--- src/rtl/core/wrs_pkg.sv ---
// Shared types, constants and helper functions for the registry scanner.
// Used by every module of the block; depends on nothing else.
`timescale 1ns / 1ps

package wrs_pkg;

  // Interface name buffer and character index width
  localparam int NAME_BUFFER = 32;
  localparam int CHAR_IDX_W  = $clog2(NAME_BUFFER);

  localparam int HEADER_BYTES   = 8;
  localparam int MIN_GLOBAL_SIZE = 16;
  localparam int IFACE_COUNT    = 4;
  localparam int IFACE_TEXT_W   = 128;

  localparam logic [15:0] GLOBAL_COUNT_MAX = 16'hffff;

  // Queue between front and back
  localparam int QUEUE_DEPTH = 4;
  localparam int QUEUE_PTR_W = $clog2(QUEUE_DEPTH);

  // Configuration register indexes
  localparam int          CFG_INDEX_W         = 2;
  localparam logic [1:0]  CFG_REGISTRY_OBJECT = 2'd0;
  localparam logic [1:0]  CFG_CALLBACK_OBJECT = 2'd1;
  localparam logic [31:0] REGISTRY_RESET      = 32'd2;
  localparam logic [31:0] CALLBACK_RESET      = 32'd3;

  // Interface match codes
  localparam logic [2:0] MATCH_NONE       = 3'd0;
  localparam logic [2:0] MATCH_COMPOSITOR = 3'd1;
  localparam logic [2:0] MATCH_SHM        = 3'd2;
  localparam logic [2:0] MATCH_WM_BASE    = 3'd3;
  localparam logic [2:0] MATCH_SEAT       = 3'd4;

  // Output stream layout
  localparam int OUT_DATA_W   = 248;
  localparam int OFS_OBJECT   = 0;
  localparam int OFS_OPCODE   = 32;
  localparam int OFS_BODY_LEN = 48;
  localparam int OFS_MATCH    = 64;
  localparam int OFS_GNAME    = 67;
  localparam int OFS_COUNT    = 99;
  localparam int OFS_FOUND    = 115;
  localparam int USED_DATA_W  = 243;

  typedef enum logic [1:0] {
    KIND_OTHER     = 2'd0,
    KIND_GLOBAL    = 2'd1,
    KIND_DONE      = 2'd2,
    KIND_MALFORMED = 2'd3
  } kind_t;

  typedef enum logic [1:0] {
    PHASE_SCAN = 2'd0,
    PHASE_DONE = 2'd1,
    PHASE_ERR  = 2'd2
  } phase_t;

  // One classified message, front to back
  typedef struct packed {
    logic [31:0] object_id;
    logic [15:0] opcode;
    logic [15:0] body_length;
    kind_t       kind;
    logic [2:0]  iface_match;
    logic [31:0] global_name;
  } msg_t;

  // One finished result, back to top
  typedef struct packed {
    msg_t        msg;
    logic [15:0] global_count;
    logic [31:0] compositor_global;
    logic [31:0] shm_global;
    logic [31:0] wm_base_global;
    logic [31:0] seat_global;
  } result_t;

  // Known interface names, first character in the top byte
  localparam logic [IFACE_TEXT_W-1:0] IFACE_TEXT [IFACE_COUNT] = '{
    {"wl_", "compositor", 24'h0},
    {"wl_shm",            80'h0},
    {"xdg_", "wm_base",   40'h0},
    {"wl_seat",           72'h0}
  };

  localparam logic [CHAR_IDX_W-1:0] IFACE_LEN [IFACE_COUNT] = '{
    CHAR_IDX_W'(13), CHAR_IDX_W'(6), CHAR_IDX_W'(11), CHAR_IDX_W'(7)
  };

  // Character idx of interface sel; zero past the text
  function automatic logic [7:0] iface_char(input logic [1:0] sel,
                                            input logic [CHAR_IDX_W-1:0] idx);
    logic [IFACE_TEXT_W-1:0] shifted;
    shifted = IFACE_TEXT[sel] << {idx, 3'b000};
    return shifted[IFACE_TEXT_W-1 -: 8];
  endfunction

endpackage

--- src/rtl/core/wrs_front.sv ---
// Front end: frames the byte stream into messages and classifies them.
// Holds the configuration registers; depends on wrs_pkg.
`timescale 1ns / 1ps

module wrs_front import wrs_pkg::*; (
  input  logic                   clk,
  input  logic                   rst,
  input  logic                   cfg_write,
  input  logic [CFG_INDEX_W-1:0] cfg_index,
  input  logic [31:0]            cfg_data,
  input  logic                   byte_valid,
  input  logic [7:0]             stream_byte,
  input  logic                   queue_full,
  output logic                   byte_ready,
  output logic                   push,
  output msg_t                   push_msg
);

  logic [31:0]           registry_object;
  logic [31:0]           callback_object;

  phase_t                phase, phase_next;
  logic [63:0]           header, header_next;
  logic [15:0]           byte_position, byte_position_next;
  logic [31:0]           name_capture, name_capture_next;
  logic [31:0]           string_length, string_length_next;
  logic [CHAR_IDX_W-1:0] char_index, char_index_next;
  logic [3:0]            candidate_flags, candidate_flags_next;
  logic                  string_ended, string_ended_next;

  logic                  accept;
  logic                  in_header;
  logic [63:0]           hdr_cur;
  logic [15:0]           size_cur;
  logic [15:0]           body_offset;
  logic [16:0]           position_inc;
  logic                  is_global;
  logic                  is_done;
  logic                  finish;
  logic                  error_now;
  logic                  take_ok;
  logic [CHAR_IDX_W:0]   char_inc;
  logic [2:0]            match;

  assign byte_ready = !queue_full;
  assign accept     = byte_valid && byte_ready;

  // Write configuration registers; unknown indexes are dropped
  always_ff @(posedge clk) begin
    if (rst) begin
      registry_object <= REGISTRY_RESET;
      callback_object <= CALLBACK_RESET;
    end else if (cfg_write) begin
      unique case (cfg_index)
        CFG_REGISTRY_OBJECT: registry_object <= cfg_data;
        CFG_CALLBACK_OBJECT: callback_object <= cfg_data;
        default: ;
      endcase
    end
  end

  // Classify the current byte
  always_comb begin
    in_header    = byte_position < 16'(HEADER_BYTES);
    hdr_cur      = header;
    if (in_header) begin
      hdr_cur[{byte_position[2:0], 3'b000} +: 8] = stream_byte;
    end
    size_cur     = hdr_cur[63:48];
    body_offset  = byte_position - 16'(HEADER_BYTES);
    position_inc = {1'b0, byte_position} + 17'd1;
    is_global    = (phase == PHASE_SCAN) && (hdr_cur[31:0] == registry_object)
                   && (hdr_cur[47:32] == 16'd0) && (size_cur >= 16'(MIN_GLOBAL_SIZE));
    is_done      = (hdr_cur[31:0] == callback_object) && (hdr_cur[47:32] == 16'd0);
    error_now    = in_header && (byte_position[2:0] == 3'd7)
                   && (size_cur < 16'(HEADER_BYTES));
    finish       = in_header ? ((byte_position[2:0] == 3'd7)
                                && (size_cur == 16'(HEADER_BYTES)))
                             : (position_inc >= {1'b0, size_cur});

    char_inc = {1'b0, char_index} + 1'b1;
    take_ok  = (char_index < CHAR_IDX_W'(NAME_BUFFER - 1))
               && ((|string_length[31:CHAR_IDX_W+1])
                   || (char_inc < string_length[CHAR_IDX_W:0]));

    // Body bytes of a registry global: name, length, then string compare
    name_capture_next    = name_capture;
    string_length_next   = string_length;
    char_index_next      = char_index;
    candidate_flags_next = candidate_flags;
    string_ended_next    = string_ended;
    if (!in_header && is_global) begin
      if (body_offset < 16'd4) begin
        name_capture_next[{body_offset[1:0], 3'b000} +: 8] = stream_byte;
      end else if (body_offset < 16'd8) begin
        string_length_next[{body_offset[1:0], 3'b000} +: 8] = stream_byte;
      end else if (!string_ended) begin
        if (!take_ok || stream_byte == 8'd0) begin
          string_ended_next = 1'b1;
        end else begin
          for (int i = 0; i < IFACE_COUNT; i++) begin
            if (char_index >= IFACE_LEN[i] || iface_char(2'(i), char_index) != stream_byte)
              candidate_flags_next[i] = 1'b0;
          end
          char_index_next = char_inc[CHAR_IDX_W-1:0];
        end
      end
    end

    // First surviving candidate of full length wins
    match = MATCH_NONE;
    for (int i = IFACE_COUNT - 1; i >= 0; i--) begin
      if (candidate_flags_next[i] && char_index_next == IFACE_LEN[i])
        match = 3'(i + 1);
    end

    // Build the message record
    push_msg.object_id   = hdr_cur[31:0];
    push_msg.opcode      = hdr_cur[47:32];
    push_msg.body_length = size_cur - 16'(HEADER_BYTES);
    push_msg.kind        = KIND_OTHER;
    push_msg.iface_match = MATCH_NONE;
    push_msg.global_name = 32'd0;
    if (phase == PHASE_ERR || error_now) begin
      push_msg.kind        = KIND_MALFORMED;
      push_msg.body_length = 16'd0;
    end else if (is_global) begin
      push_msg.kind        = KIND_GLOBAL;
      push_msg.iface_match = match;
      push_msg.global_name = name_capture_next;
    end else if (is_done) begin
      push_msg.kind = KIND_DONE;
    end
    push = accept && (phase == PHASE_ERR || error_now || finish);

    // Next state of the framer
    phase_next         = phase;
    header_next        = header;
    byte_position_next = byte_position;
    if (accept && phase != PHASE_ERR) begin
      if (error_now) begin
        phase_next  = PHASE_ERR;
        header_next = hdr_cur;
      end else if (finish) begin
        header_next          = 64'd0;
        byte_position_next   = 16'd0;
        name_capture_next    = 32'd0;
        string_length_next   = 32'd0;
        char_index_next      = '0;
        candidate_flags_next = 4'hf;
        string_ended_next    = 1'b0;
        if (!is_global && is_done) phase_next = PHASE_DONE;
      end else begin
        header_next        = hdr_cur;
        byte_position_next = position_inc[15:0];
      end
    end else begin
      name_capture_next    = name_capture;
      string_length_next   = string_length;
      char_index_next      = char_index;
      candidate_flags_next = candidate_flags;
      string_ended_next    = string_ended;
    end
  end

  // Hold framer state
  always_ff @(posedge clk) begin
    if (rst) begin
      phase           <= PHASE_SCAN;
      header          <= 64'd0;
      byte_position   <= 16'd0;
      name_capture    <= 32'd0;
      string_length   <= 32'd0;
      char_index      <= '0;
      candidate_flags <= 4'hf;
      string_ended    <= 1'b0;
    end else begin
      phase           <= phase_next;
      header          <= header_next;
      byte_position   <= byte_position_next;
      name_capture    <= name_capture_next;
      string_length   <= string_length_next;
      char_index      <= char_index_next;
      candidate_flags <= candidate_flags_next;
      string_ended    <= string_ended_next;
    end
  end

endmodule

--- src/rtl/core/wrs_queue.sv ---
// Short message queue between the front and the back end.
// Depth from wrs_pkg; depends on wrs_pkg.
`timescale 1ns / 1ps

module wrs_queue import wrs_pkg::*; (
  input  logic clk,
  input  logic rst,
  input  logic push,
  input  msg_t push_msg,
  output logic full,
  input  logic pop,
  output logic empty,
  output msg_t head
);

  msg_t                 entries [QUEUE_DEPTH];
  logic [QUEUE_PTR_W-1:0] wr_ptr;
  logic [QUEUE_PTR_W-1:0] rd_ptr;
  logic [QUEUE_PTR_W:0]   count;

  assign full  = count == (QUEUE_PTR_W + 1)'(QUEUE_DEPTH);
  assign empty = count == '0;
  assign head  = entries[rd_ptr];

  // Store pushed records
  always_ff @(posedge clk) begin
    if (push) entries[wr_ptr] <= push_msg;
  end

  // Advance pointers and fill count
  always_ff @(posedge clk) begin
    if (rst) begin
      wr_ptr <= '0;
      rd_ptr <= '0;
      count  <= '0;
    end else begin
      if (push) wr_ptr <= wr_ptr + 1'b1;
      if (pop)  rd_ptr <= rd_ptr + 1'b1;
      unique case ({push, pop})
        2'b10:   count <= count + 1'b1;
        2'b01:   count <= count - 1'b1;
        default: count <= count;
      endcase
    end
  end

endmodule

--- src/rtl/core/wrs_back.sv ---
// Back end: counts globals, records matched names and drives the result register.
// Depends on wrs_pkg.
`timescale 1ns / 1ps

module wrs_back import wrs_pkg::*; (
  input  logic    clk,
  input  logic    rst,
  input  logic    queue_empty,
  input  msg_t    head,
  output logic    pop,
  output logic    out_valid,
  input  logic    out_ready,
  output result_t result
);

  logic [15:0] globals_seen, globals_seen_next;
  logic [31:0] found_names [IFACE_COUNT];
  logic [31:0] found_next  [IFACE_COUNT];
  logic [1:0]  found_sel;

  assign pop = !queue_empty && (!out_valid || out_ready);

  // Apply one message to the scan totals
  always_comb begin
    globals_seen_next = globals_seen;
    for (int i = 0; i < IFACE_COUNT; i++) found_next[i] = found_names[i];
    found_sel = 2'(head.iface_match - 3'd1);
    if (head.kind == KIND_GLOBAL) begin
      if (globals_seen != GLOBAL_COUNT_MAX) globals_seen_next = globals_seen + 16'd1;
      if (head.iface_match != MATCH_NONE) found_next[found_sel] = head.global_name;
    end
  end

  // Update totals on pop
  always_ff @(posedge clk) begin
    if (rst) begin
      globals_seen <= 16'd0;
      for (int i = 0; i < IFACE_COUNT; i++) found_names[i] <= 32'd0;
    end else if (pop) begin
      globals_seen <= globals_seen_next;
      for (int i = 0; i < IFACE_COUNT; i++) found_names[i] <= found_next[i];
    end
  end

  // Result register
  always_ff @(posedge clk) begin
    if (rst) begin
      out_valid <= 1'b0;
    end else if (pop) begin
      out_valid <= 1'b1;
    end else if (out_ready) begin
      out_valid <= 1'b0;
    end
  end

  always_ff @(posedge clk) begin
    if (pop) begin
      result.msg               <= head;
      result.global_count      <= globals_seen_next;
      result.compositor_global <= found_next[0];
      result.shm_global        <= found_next[1];
      result.wm_base_global    <= found_next[2];
      result.seat_global       <= found_next[3];
    end
  end

endmodule

--- src/rtl/core/wayland_registry_scanner.sv ---
// Top level of the registry scanner: front end, message queue, back end.
// Depends on wrs_pkg, wrs_front, wrs_queue and wrs_back.
//
//   port group   direction  carries
//   s_*          in         one stream byte per transfer
//   m_*          out        one result per completed message (kind in tuser)
//   cfg_*        in         registry and callback object ids
//
// One byte is taken per cycle while the queue is not full; a message result passes
// through the queue write, then the result register, before it can transfer.
// A four-entry queue parts framing from result delivery; s_tready drops only
// when the queue is full. Reset: rst, synchronous, clears all scan state.
// After a malformed size every byte gives the same error result until reset.
`timescale 1ns / 1ps

module wayland_registry_scanner import wrs_pkg::*; (
  input  logic                   clk,
  input  logic                   rst,
  input  logic                   cfg_write,
  input  logic [CFG_INDEX_W-1:0] cfg_index,
  input  logic [31:0]            cfg_data,
  input  logic                   s_tvalid,
  output logic                   s_tready,
  input  logic [7:0]             s_tdata,   // stream_byte
  output logic                   m_tvalid,
  input  logic                   m_tready,
  // object_id, opcode, body_length, interface_match, global_name, global_count,
  // compositor_global, shm_global, wm_base_global, seat_global, zero pad
  output logic [OUT_DATA_W-1:0]  m_tdata,
  output logic [1:0]             m_tuser    // event_kind
);

  logic    push;
  msg_t    push_msg;
  logic    queue_full;
  logic    queue_empty;
  logic    pop;
  msg_t    head;
  result_t result;

  wrs_front u_front (
    .clk         (clk),
    .rst         (rst),
    .cfg_write   (cfg_write),
    .cfg_index   (cfg_index),
    .cfg_data    (cfg_data),
    .byte_valid  (s_tvalid),
    .stream_byte (s_tdata),
    .queue_full  (queue_full),
    .byte_ready  (s_tready),
    .push        (push),
    .push_msg    (push_msg)
  );

  wrs_queue u_queue (
    .clk      (clk),
    .rst      (rst),
    .push     (push),
    .push_msg (push_msg),
    .full     (queue_full),
    .pop      (pop),
    .empty    (queue_empty),
    .head     (head)
  );

  wrs_back u_back (
    .clk         (clk),
    .rst         (rst),
    .queue_empty (queue_empty),
    .head        (head),
    .pop         (pop),
    .out_valid   (m_tvalid),
    .out_ready   (m_tready),
    .result      (result)
  );

  // Pack result fields, highest first
  assign m_tdata = {
    (OUT_DATA_W - USED_DATA_W)'(0),
    result.seat_global,
    result.wm_base_global,
    result.shm_global,
    result.compositor_global,
    result.global_count,
    result.msg.global_name,
    result.msg.iface_match,
    result.msg.body_length,
    result.msg.opcode,
    result.msg.object_id
  };
  assign m_tuser = result.msg.kind;

endmodule

--- config.mk ---
export PLATFORM = sky130hd
export DESIGN_NAME = wayland_registry_scanner
export DESIGN_NICKNAME = d
export VERILOG_FILES = /design/src/rtl/core/wrs_pkg.sv /design/src/rtl/core/wrs_front.sv /design/src/rtl/core/wrs_queue.sv /design/src/rtl/core/wrs_back.sv /design/src/rtl/core/wayland_registry_scanner.sv
export SDC_FILE = /design/constraint.sdc
export NUM_CORES = 1
export LEC_CHECK = 0
export ABC_AREA = 1
export BUFFER_PORTS_ARGS = -buffer_cell sky130_fd_sc_hd__buf_4
export CORE_MARGIN = 5
export CORE_UTILIZATION = 35
export CTS_CLUSTER_SIZE = 30
export DETAILED_ROUTE_END_ITERATION = 8
export SLEW_MARGIN = 10
export SYNTH_ARGS = -nofsm -noshare
export SYNTH_HDL_FRONTEND = slang
export SYNTH_SLANG_ARGS = --single-unit
--- constraint.sdc ---
create_clock -name clk -period 24.5 [get_ports clk]
set_clock_uncertainty 0.15 [all_clocks]
set_input_delay 1.225 -clock clk [delete_from_list [all_inputs] [get_ports clk]]
set_output_delay 1.225 -clock clk [all_outputs]
set_load 0.02 [all_outputs]
[Yosys cells after proc, flatten, opt, wreduce, memory -nomap -nowiden]
Memories as Yosys holds them, arrays and structs flattened. A register that Yosys moved wholly into a read port is not among the register bits.
Index checks and enable logic that the tools add are counted.
Storage, ports and cells
  register bits after elaboration: 489
  output and inout bits: 252
  memories kept: 2
  input bits: 47
  memory bits (writable): 532
  word-level logic and storage cells: 215
Memory list
  u_queue.entries: words 4, width 101, rd ports 1, clocked after memory_dff 1, wr ports 1, line wrs_queue.sv:16  | msg_t entries [QUEUE_DEPTH];
  u_back.found_names: words 4, width 32, rd ports 4, clocked after memory_dff 0, wr ports 4, line wrs_back.sv:17  | logic [31:0] found_names [IFACE_COUNT];
Operators by class
  reductions and logical operators: 49
  eq/ne operators: 20
  shifts and indexed selects: 8
  bitwise gates (word level): 6
  order comparisons: 14
  $add $sub $neg: 12
  muxes and demuxes: 78
Operators with widths (number)
  127-bit by 8-bit << shifter with 128-bit output (first input constant): 4
  32-bit 2-to-1 mux: 14
  128-bit 2-to-1 mux: 2
  64-bit 2-to-1 mux: 3
  128-bit bitwise mux: 1
  35-bit 2-to-1 mux: 2
  32-bit bitwise mux: 2
  64-bit bitwise mux: 1
  32-bit demux with 2-bit select: 1
  32-bit == test: 2
  16-bit 2-to-1 mux: 4
  8-bit by 8-bit variable shift with 64-bit output (first input constant): 1
  8-bit by 8-bit variable part select with 64-bit output: 1
  16-bit by 4-bit < comparator with 1-bit output (second input constant): 3
  5-bit 2-to-1 mux: 7
  8-bit != test: 4
  8-bit by 7-bit variable shift with 32-bit output (first input constant): 1
  8-bit by 7-bit variable part select with 32-bit output: 1
  16-bit by 4-bit subtractor with 16-bit output (second input constant): 2
  4-bit 2-to-1 mux: 7
  26-bit OR reduction: 1
  1-bit 2-to-1 mux: 21
  1-bit logical AND: 19
  16-bit by 1-bit adder with 17-bit output (second input constant): 1
  other kinds (41): 82

[Logic depth before layout (Yosys ltp)]
  depth in word-level cells: 19
  depth in mapped cells: 27
  mapped depth without buffers: 27

[Modules after synthesis]
From an unflattened synthesis, not the netlist that was laid out.
Second synthesis, totals
  cells, all modules: 4762
  area, all modules: 46638.5 sq um
Modules (own cells, without submodules)
  wrs_queue: area each 16211.8 sq um, times used 1, cells each 1035
  wrs_back: area each 15223.4 sq um, times used 1, cells each 1255
  wrs_front: area each 15162.0 sq um, times used 1, cells each 2466
  wayland_registry_scanner: area each 41.3 sq um, times used 1, cells each 6

[Least setup slack after synthesis]
Ideal clock, no wire load.
  kind: reg-to-reg
  from: reg u_queue.count[0]
  to: mem u_back.found_names[0][0], enable pin
  required time: 23807 ps
  arrival time: 19835 ps
  setup slack: 3972 ps
  setup time: 543 ps
  buffers on the path: 1
  stages on the path, launching flop included: 6
  period minus slack after synthesis: 20528 ps
  cells stage by stage: dfxtp_1 > inv_1 > a31oi_1 > inv_1 > nand2_1 > clkbuf_1
RTL lines
  from (decl): line wrs_queue.sv:19  | logic [QUEUE_PTR_W:0] count;
  from (signal assigned): line wrs_queue.sv:40  | 2'b10: count <= count + 1'b1;
  from (signal assigned): line wrs_queue.sv:41  | 2'b01: count <= count - 1'b1;
  from (signal assigned): line wrs_queue.sv:42  | default: count <= count;
  to (decl): line wrs_back.sv:17

[Final worst setup path]
  from: reg u_front.byte_position[0]
  to: mem u_queue.entries[2][82] in the netlist's numbering, enable pin
Between the ends
  word-level cells in the longest chain between the ends: 11
  elaborated cells between the ends (all ways): 20
  those cells by class: add/sub: 2; order compare: 3; eq/ne: 2; shift: 2; mux: 5; reduce/logical: 6
RTL lines
  from (decl): line wrs_front.sv:24  | logic [15:0] byte_position, byte_position_next;
  from (signal assigned): line wrs_front.sv:180  | byte_position <= byte_position_next;
  6-bit negation with 8-bit output: line wrs_front.sv:67  | hdr_cur[{byte_position[2:0], 3'b000} +: 8] = stream_byte;
  8-bit by 8-bit variable part select with 64-bit output / 8-bit by 8-bit variable shift with 64-bit output (equally long branches): line wrs_front.sv:67
  64-bit bitwise mux: line wrs_front.sv:67
  64-bit 2-to-1 mux: line wrs_front.sv:66  | if (in_header) begin
  16-bit by 4-bit < comparator with 1-bit output / 16-bit by 4-bit == test with 1-bit output (equally long branches): line wrs_front.sv:76, wrs_front.sv:78
  1-bit logical AND (on tied branches): line wrs_front.sv:76, wrs_front.sv:78
  1-bit logical OR / 1-bit 2-to-1 mux (equally long branches): line wrs_front.sv:134, wrs_front.sv:77
  1-bit logical OR *: line wrs_front.sv:134  | push = accept && (phase == PHASE_ERR || error_now || finish);
  1-bit logical AND *: line wrs_front.sv:134
  1-bit 2-to-1 mux *: line wrs_queue.sv:27  | if (push) entries[wr_ptr] <= push_msg;
  1-bit 2-to-1 mux (not written as such) *: line wrs_queue.sv:27
  to (decl): line wrs_queue.sv:16
Every way passes the cells marked *; elsewhere a longest branch is shown, timed or not.

==> qor.csv <==
stage;metric;value;unit
power;Seq pwr share;0.431;
sta;RSZ-0062 raised after global routing;false;
critical_path;slowest stage delay, CP;0.77;ns
sta;Final TNS setup;0;ns
synth;Ys Warns;0;
clock_network;clk slew on worst S/H paths;0.07;ns
clock_network;Num CTS Buffers;107;
cells_and_area;Final nets;4939;
power;Net Sw Frac;0.350;
clock_network;Max H-tree Level;3;
critical_path;CP arrival;7.36;ns
job;Max-Cap Viols;0;
clock_network;clk buf depth;3;
critical_path;CP Launch Type;flip-flop;
cells_and_area;post-route cell area;52100;µm²
floorplan;Die Ht;368;µm
clock_network;CTS tree;done;
route;drt total wl;129000;µm
sta;maximum clock rate;140;MHz
route;DRC;0;
critical_path;RR Endpoint;u_queue.entries[2][82];
critical_path;Max FO, Critical Path;54;
power;PD cells;111;nW/µm²
critical_path;Critical Path RT;24.69;ns
synth;synthesized area;44900;µm²
critical_path;Critical Setup Path Class;reg2reg;
cells_and_area;most common cell after layout, fill and taps aside;nand2_1;
sta;Tmin final;7.17;ns
synth;Mapped Avg Cell Area;9.69;µm²
power;net switching power;2.02;mW
clock_network;Clock Tree Root;clkbuf_16;
critical_path;FF-to-FF Start;u_front.byte_position[0];
cells_and_area;layout cells sized above 1;0.113;
power;clock share of power;0.281;
min_path;Hold Crit Start;u_front.name_capture[16];
clock_network;clock sinks;1023;
cells_and_area;most frequent cells in the layout;nand2_1, edfxtp_1, nor2_1;
grt;initial antenna violation count;2;
placement;Placed Instance Area;48600;µm²
critical_path;CP Cell Sequence;inv_2, ha_1, ha_1, inv_1, nand4_1, nor2_4, o21ai_0, inv_1, ha_1, inv_1, nor3_1, a21oi_1, nor2_1, a211oi_1, nand3b_1, nand2_1, nand2_1, o21ai_1, buf_4, nor2_4, buf_4, buf_4;
route;total number of vias;33400;
floorplan;die area;136000;µm²
route;1st-iter DRT viols;3605;
sta;worst slew pin tran;1.16;ns
clock_network;# resized after CTS;0;
grt;vias in the first global route;31400;
sta;Final Max Tran Viols;0;
status;status;finished, final reports clean;
route;DRT Pass-1 Iters;6;
cells_and_area;Syn-to-layout area delta;16.1;%
placement;Buffers on Ports;293;
sta;Final setup viols;0;
critical_path;Crit path max-delay family;buffers and inverters;
grt;GRT overflow;0;
critical_path;highest-delay cell along the critical path;ha_1;
sta;period utilization;0.292;
synth;Seq/Total Area, Yosys;0.629;
synth;Post-Syn Instances;4635;
critical_path;Worst Reg-to-Reg Cells;22;
clock_network;cts hold-fix bufs;0;
power;Pleak;20.4;nW
critical_path;worst path buffer plus inverter count;7;
power;Comb power frac;0.288;
placement;gpl congestion;0.946;
route;Wirelength per Cell;19.5;µm
placement;pre-CTS WS;17.42;ns
sta;Final WS setup;17.33;ns
placement;post-DP HPWL;86000;µm
grt;largest net degree at the start of global routing;150;
min_path;Hold Path Depth;2;
clock_network;Clk Latency, worst-skew pair;0.74;ns
grt;first-pass GRT wire length;194000;µm
sta;final hold vios;0;
sta;Rel. slew slack;0.226;
min_path;min-delay worst type;reg2reg;
power;Internal;3.75;mW
synth;synth unique cells;53;
clock_network;# Post-CTS Setup Buffers;0;
floorplan;I/O pin cnt;299;
route;Final ANT Viol Nets;0;
power;Design Power;5.77;mW
critical_path;Critical Path End Type;flip-flop;
critical_path;FF-to-FF setup slack;17.33;ns
synth;Yosys reg bits;1023;
floorplan;Die X;368;µm
floorplan;Initial Util;0.352;
grt;total global routing track utilization;0.183;
floorplan;core area;128000;µm²
floorplan;row count;131;
route;Vias/cell;5.06;
power;Max VDD drop;71.5;µV
min_path;Hold Crit Endpoint;u_front.name_capture[16];
[synth_stat cells, drive strengths merged]
cell	number	area share
a2111oi	1	0.00020
a211oi	2	0.00033
a21o	2	0.00033
a21oi	220	0.025
a221oi	3	0.00059
a22oi	17	0.0028
a311oi	1	0.00020
a31oi	3	0.00042
a32o	1	0.00022
a32oi	35	0.0068
and3	1	0.00014
buf	52	0.0063
clkbuf	183	0.015
clkinv	9	0.00075
conb	1	0.000084
dfxtp	246	0.11
edfxtp	777	0.52
fa	1	0.00045
ha	47	0.013
inv	490	0.041
nand2	965	0.082
nand3	146	0.016
nand3b	15	0.0025
nand4	78	0.011
nor2	621	0.054
nor3	38	0.0048
nor4	17	0.0024
nor4b	4	0.00078
o2111ai	2	0.00039
o211ai	7	0.0012
o21a	3	0.00050
o21ai	463	0.052
o21bai	1	0.00017
o221ai	1	0.00020
o22ai	75	0.010
or2	31	0.0043
or4	1	0.00017
xnor2	16	0.0031
xor2	59	0.012
[worst register-to-register path: cells and delay by family (launching register included)]
family	cells	cell delay, ns
AND/OR/NAND/NOR	8	1.52
adder cells (fa/ha/maj)	3	1.38
AO/OA/AOI/OAI	4	0.73
flip-flops	1	0.71
buffers and inverters	7	2.19
[registers in the layout (all words and copies together), names as in the netlist, 3 cells and up, named ones only]
name                     cells
u_back.globals_seen         16
u_back.found_names         128
u_back.result              245
u_front.name_capture        32
u_front.byte_position       16
u_front.registry_object     32
u_front.string_length       32
u_front.header              64
u_queue.entries            404
u_front.candidate_flags      4
u_queue.count                3
u_front.callback_object     32
u_front.char_index           5
[worst max path at each step]
| stage | startpoint | end | cells past startpoint |
|---|---|---|---|
| 2_1_floorplan | u_queue.count[0] | u_back.found_names[0][0] | 5 |
| 3_3_place_gp | u_front.byte_position[0] | u_queue.entries[2][74] | 21 |
| 3_5_place_dp | u_front.byte_position[0] | u_queue.entries[2][74] | 21 |
| 4_1_cts | u_front.byte_position[0] | u_queue.entries[2][82] | 21 |
| 5_1_grt | u_front.byte_position[0] | u_queue.entries[2][82] | 21 |
| 6_report | u_front.byte_position[0] | u_queue.entries[2][82] | 22 |
[per-stage QoR]
stage / instances / hold WS [ns] / util
after global placement: 6397 / 0.296 / 0.381
after CTS: 6600 / 0.315 / 0.409
after detailed placement: 6397 / 0.304 / 0.381
final: 6602 / 0.314 / 0.409
after floorplan: 4639 / 0.284 / -
after global routing: 6600 / 0.329 / 0.409
[area by class of cell]
cell class / count / area, µm²
Clock buffer: 142 / 2850
Sequential cell: 1023 / 28300
Multi-Input combinational cell: 2882 / 13900
Inverter: 499 / 1890
Tap cell: 1662 / 2080
Timing Repair Buffer: 331 / 2500
Clock inverter: 61 / 659
Fill cell: 12400 / 75400
Antenna cell: 2 / 5.00
[per-layer routing]
layer / track usage / share of wire / up-vias
met1: 0.256 / 0.44 / 16000
met4: 0.0531 / 0.029 / 0
li1: - / - / 16000
met3: 0.0350 / 0.075 / 207
met2: 0.290 / 0.46 / 1166
met5: 0 / 0 / -
[cell families after synthesis]
logic type / count (synthesis) / synth area share
flops: 1023 / 0.629
other cells: 1 / 0.0000835
buf+inv: 734 / 0.0633
fa+ha+maj: 48 / 0.0135
simple gates: 1917 / 0.178
compound gates: 837 / 0.101
xor+xnor: 75 / 0.0146
[power by group through the flow]
stage / Combinational [mW] / Sequential [mW] / Clock, mW
2_1_floorplan: 0.716 / 2.91 / 0
3_3_place_gp: 1.66 / 2.52 / 0
3_5_place_dp: 1.68 / 2.52 / 0
4_1_cts: 1.68 / 2.49 / 1.66
5_1_grt: 1.80 / 2.52 / 1.73
6_report: 1.66 / 2.49 / 1.62
No activity file was read; power rests on OpenSTA's default activity.
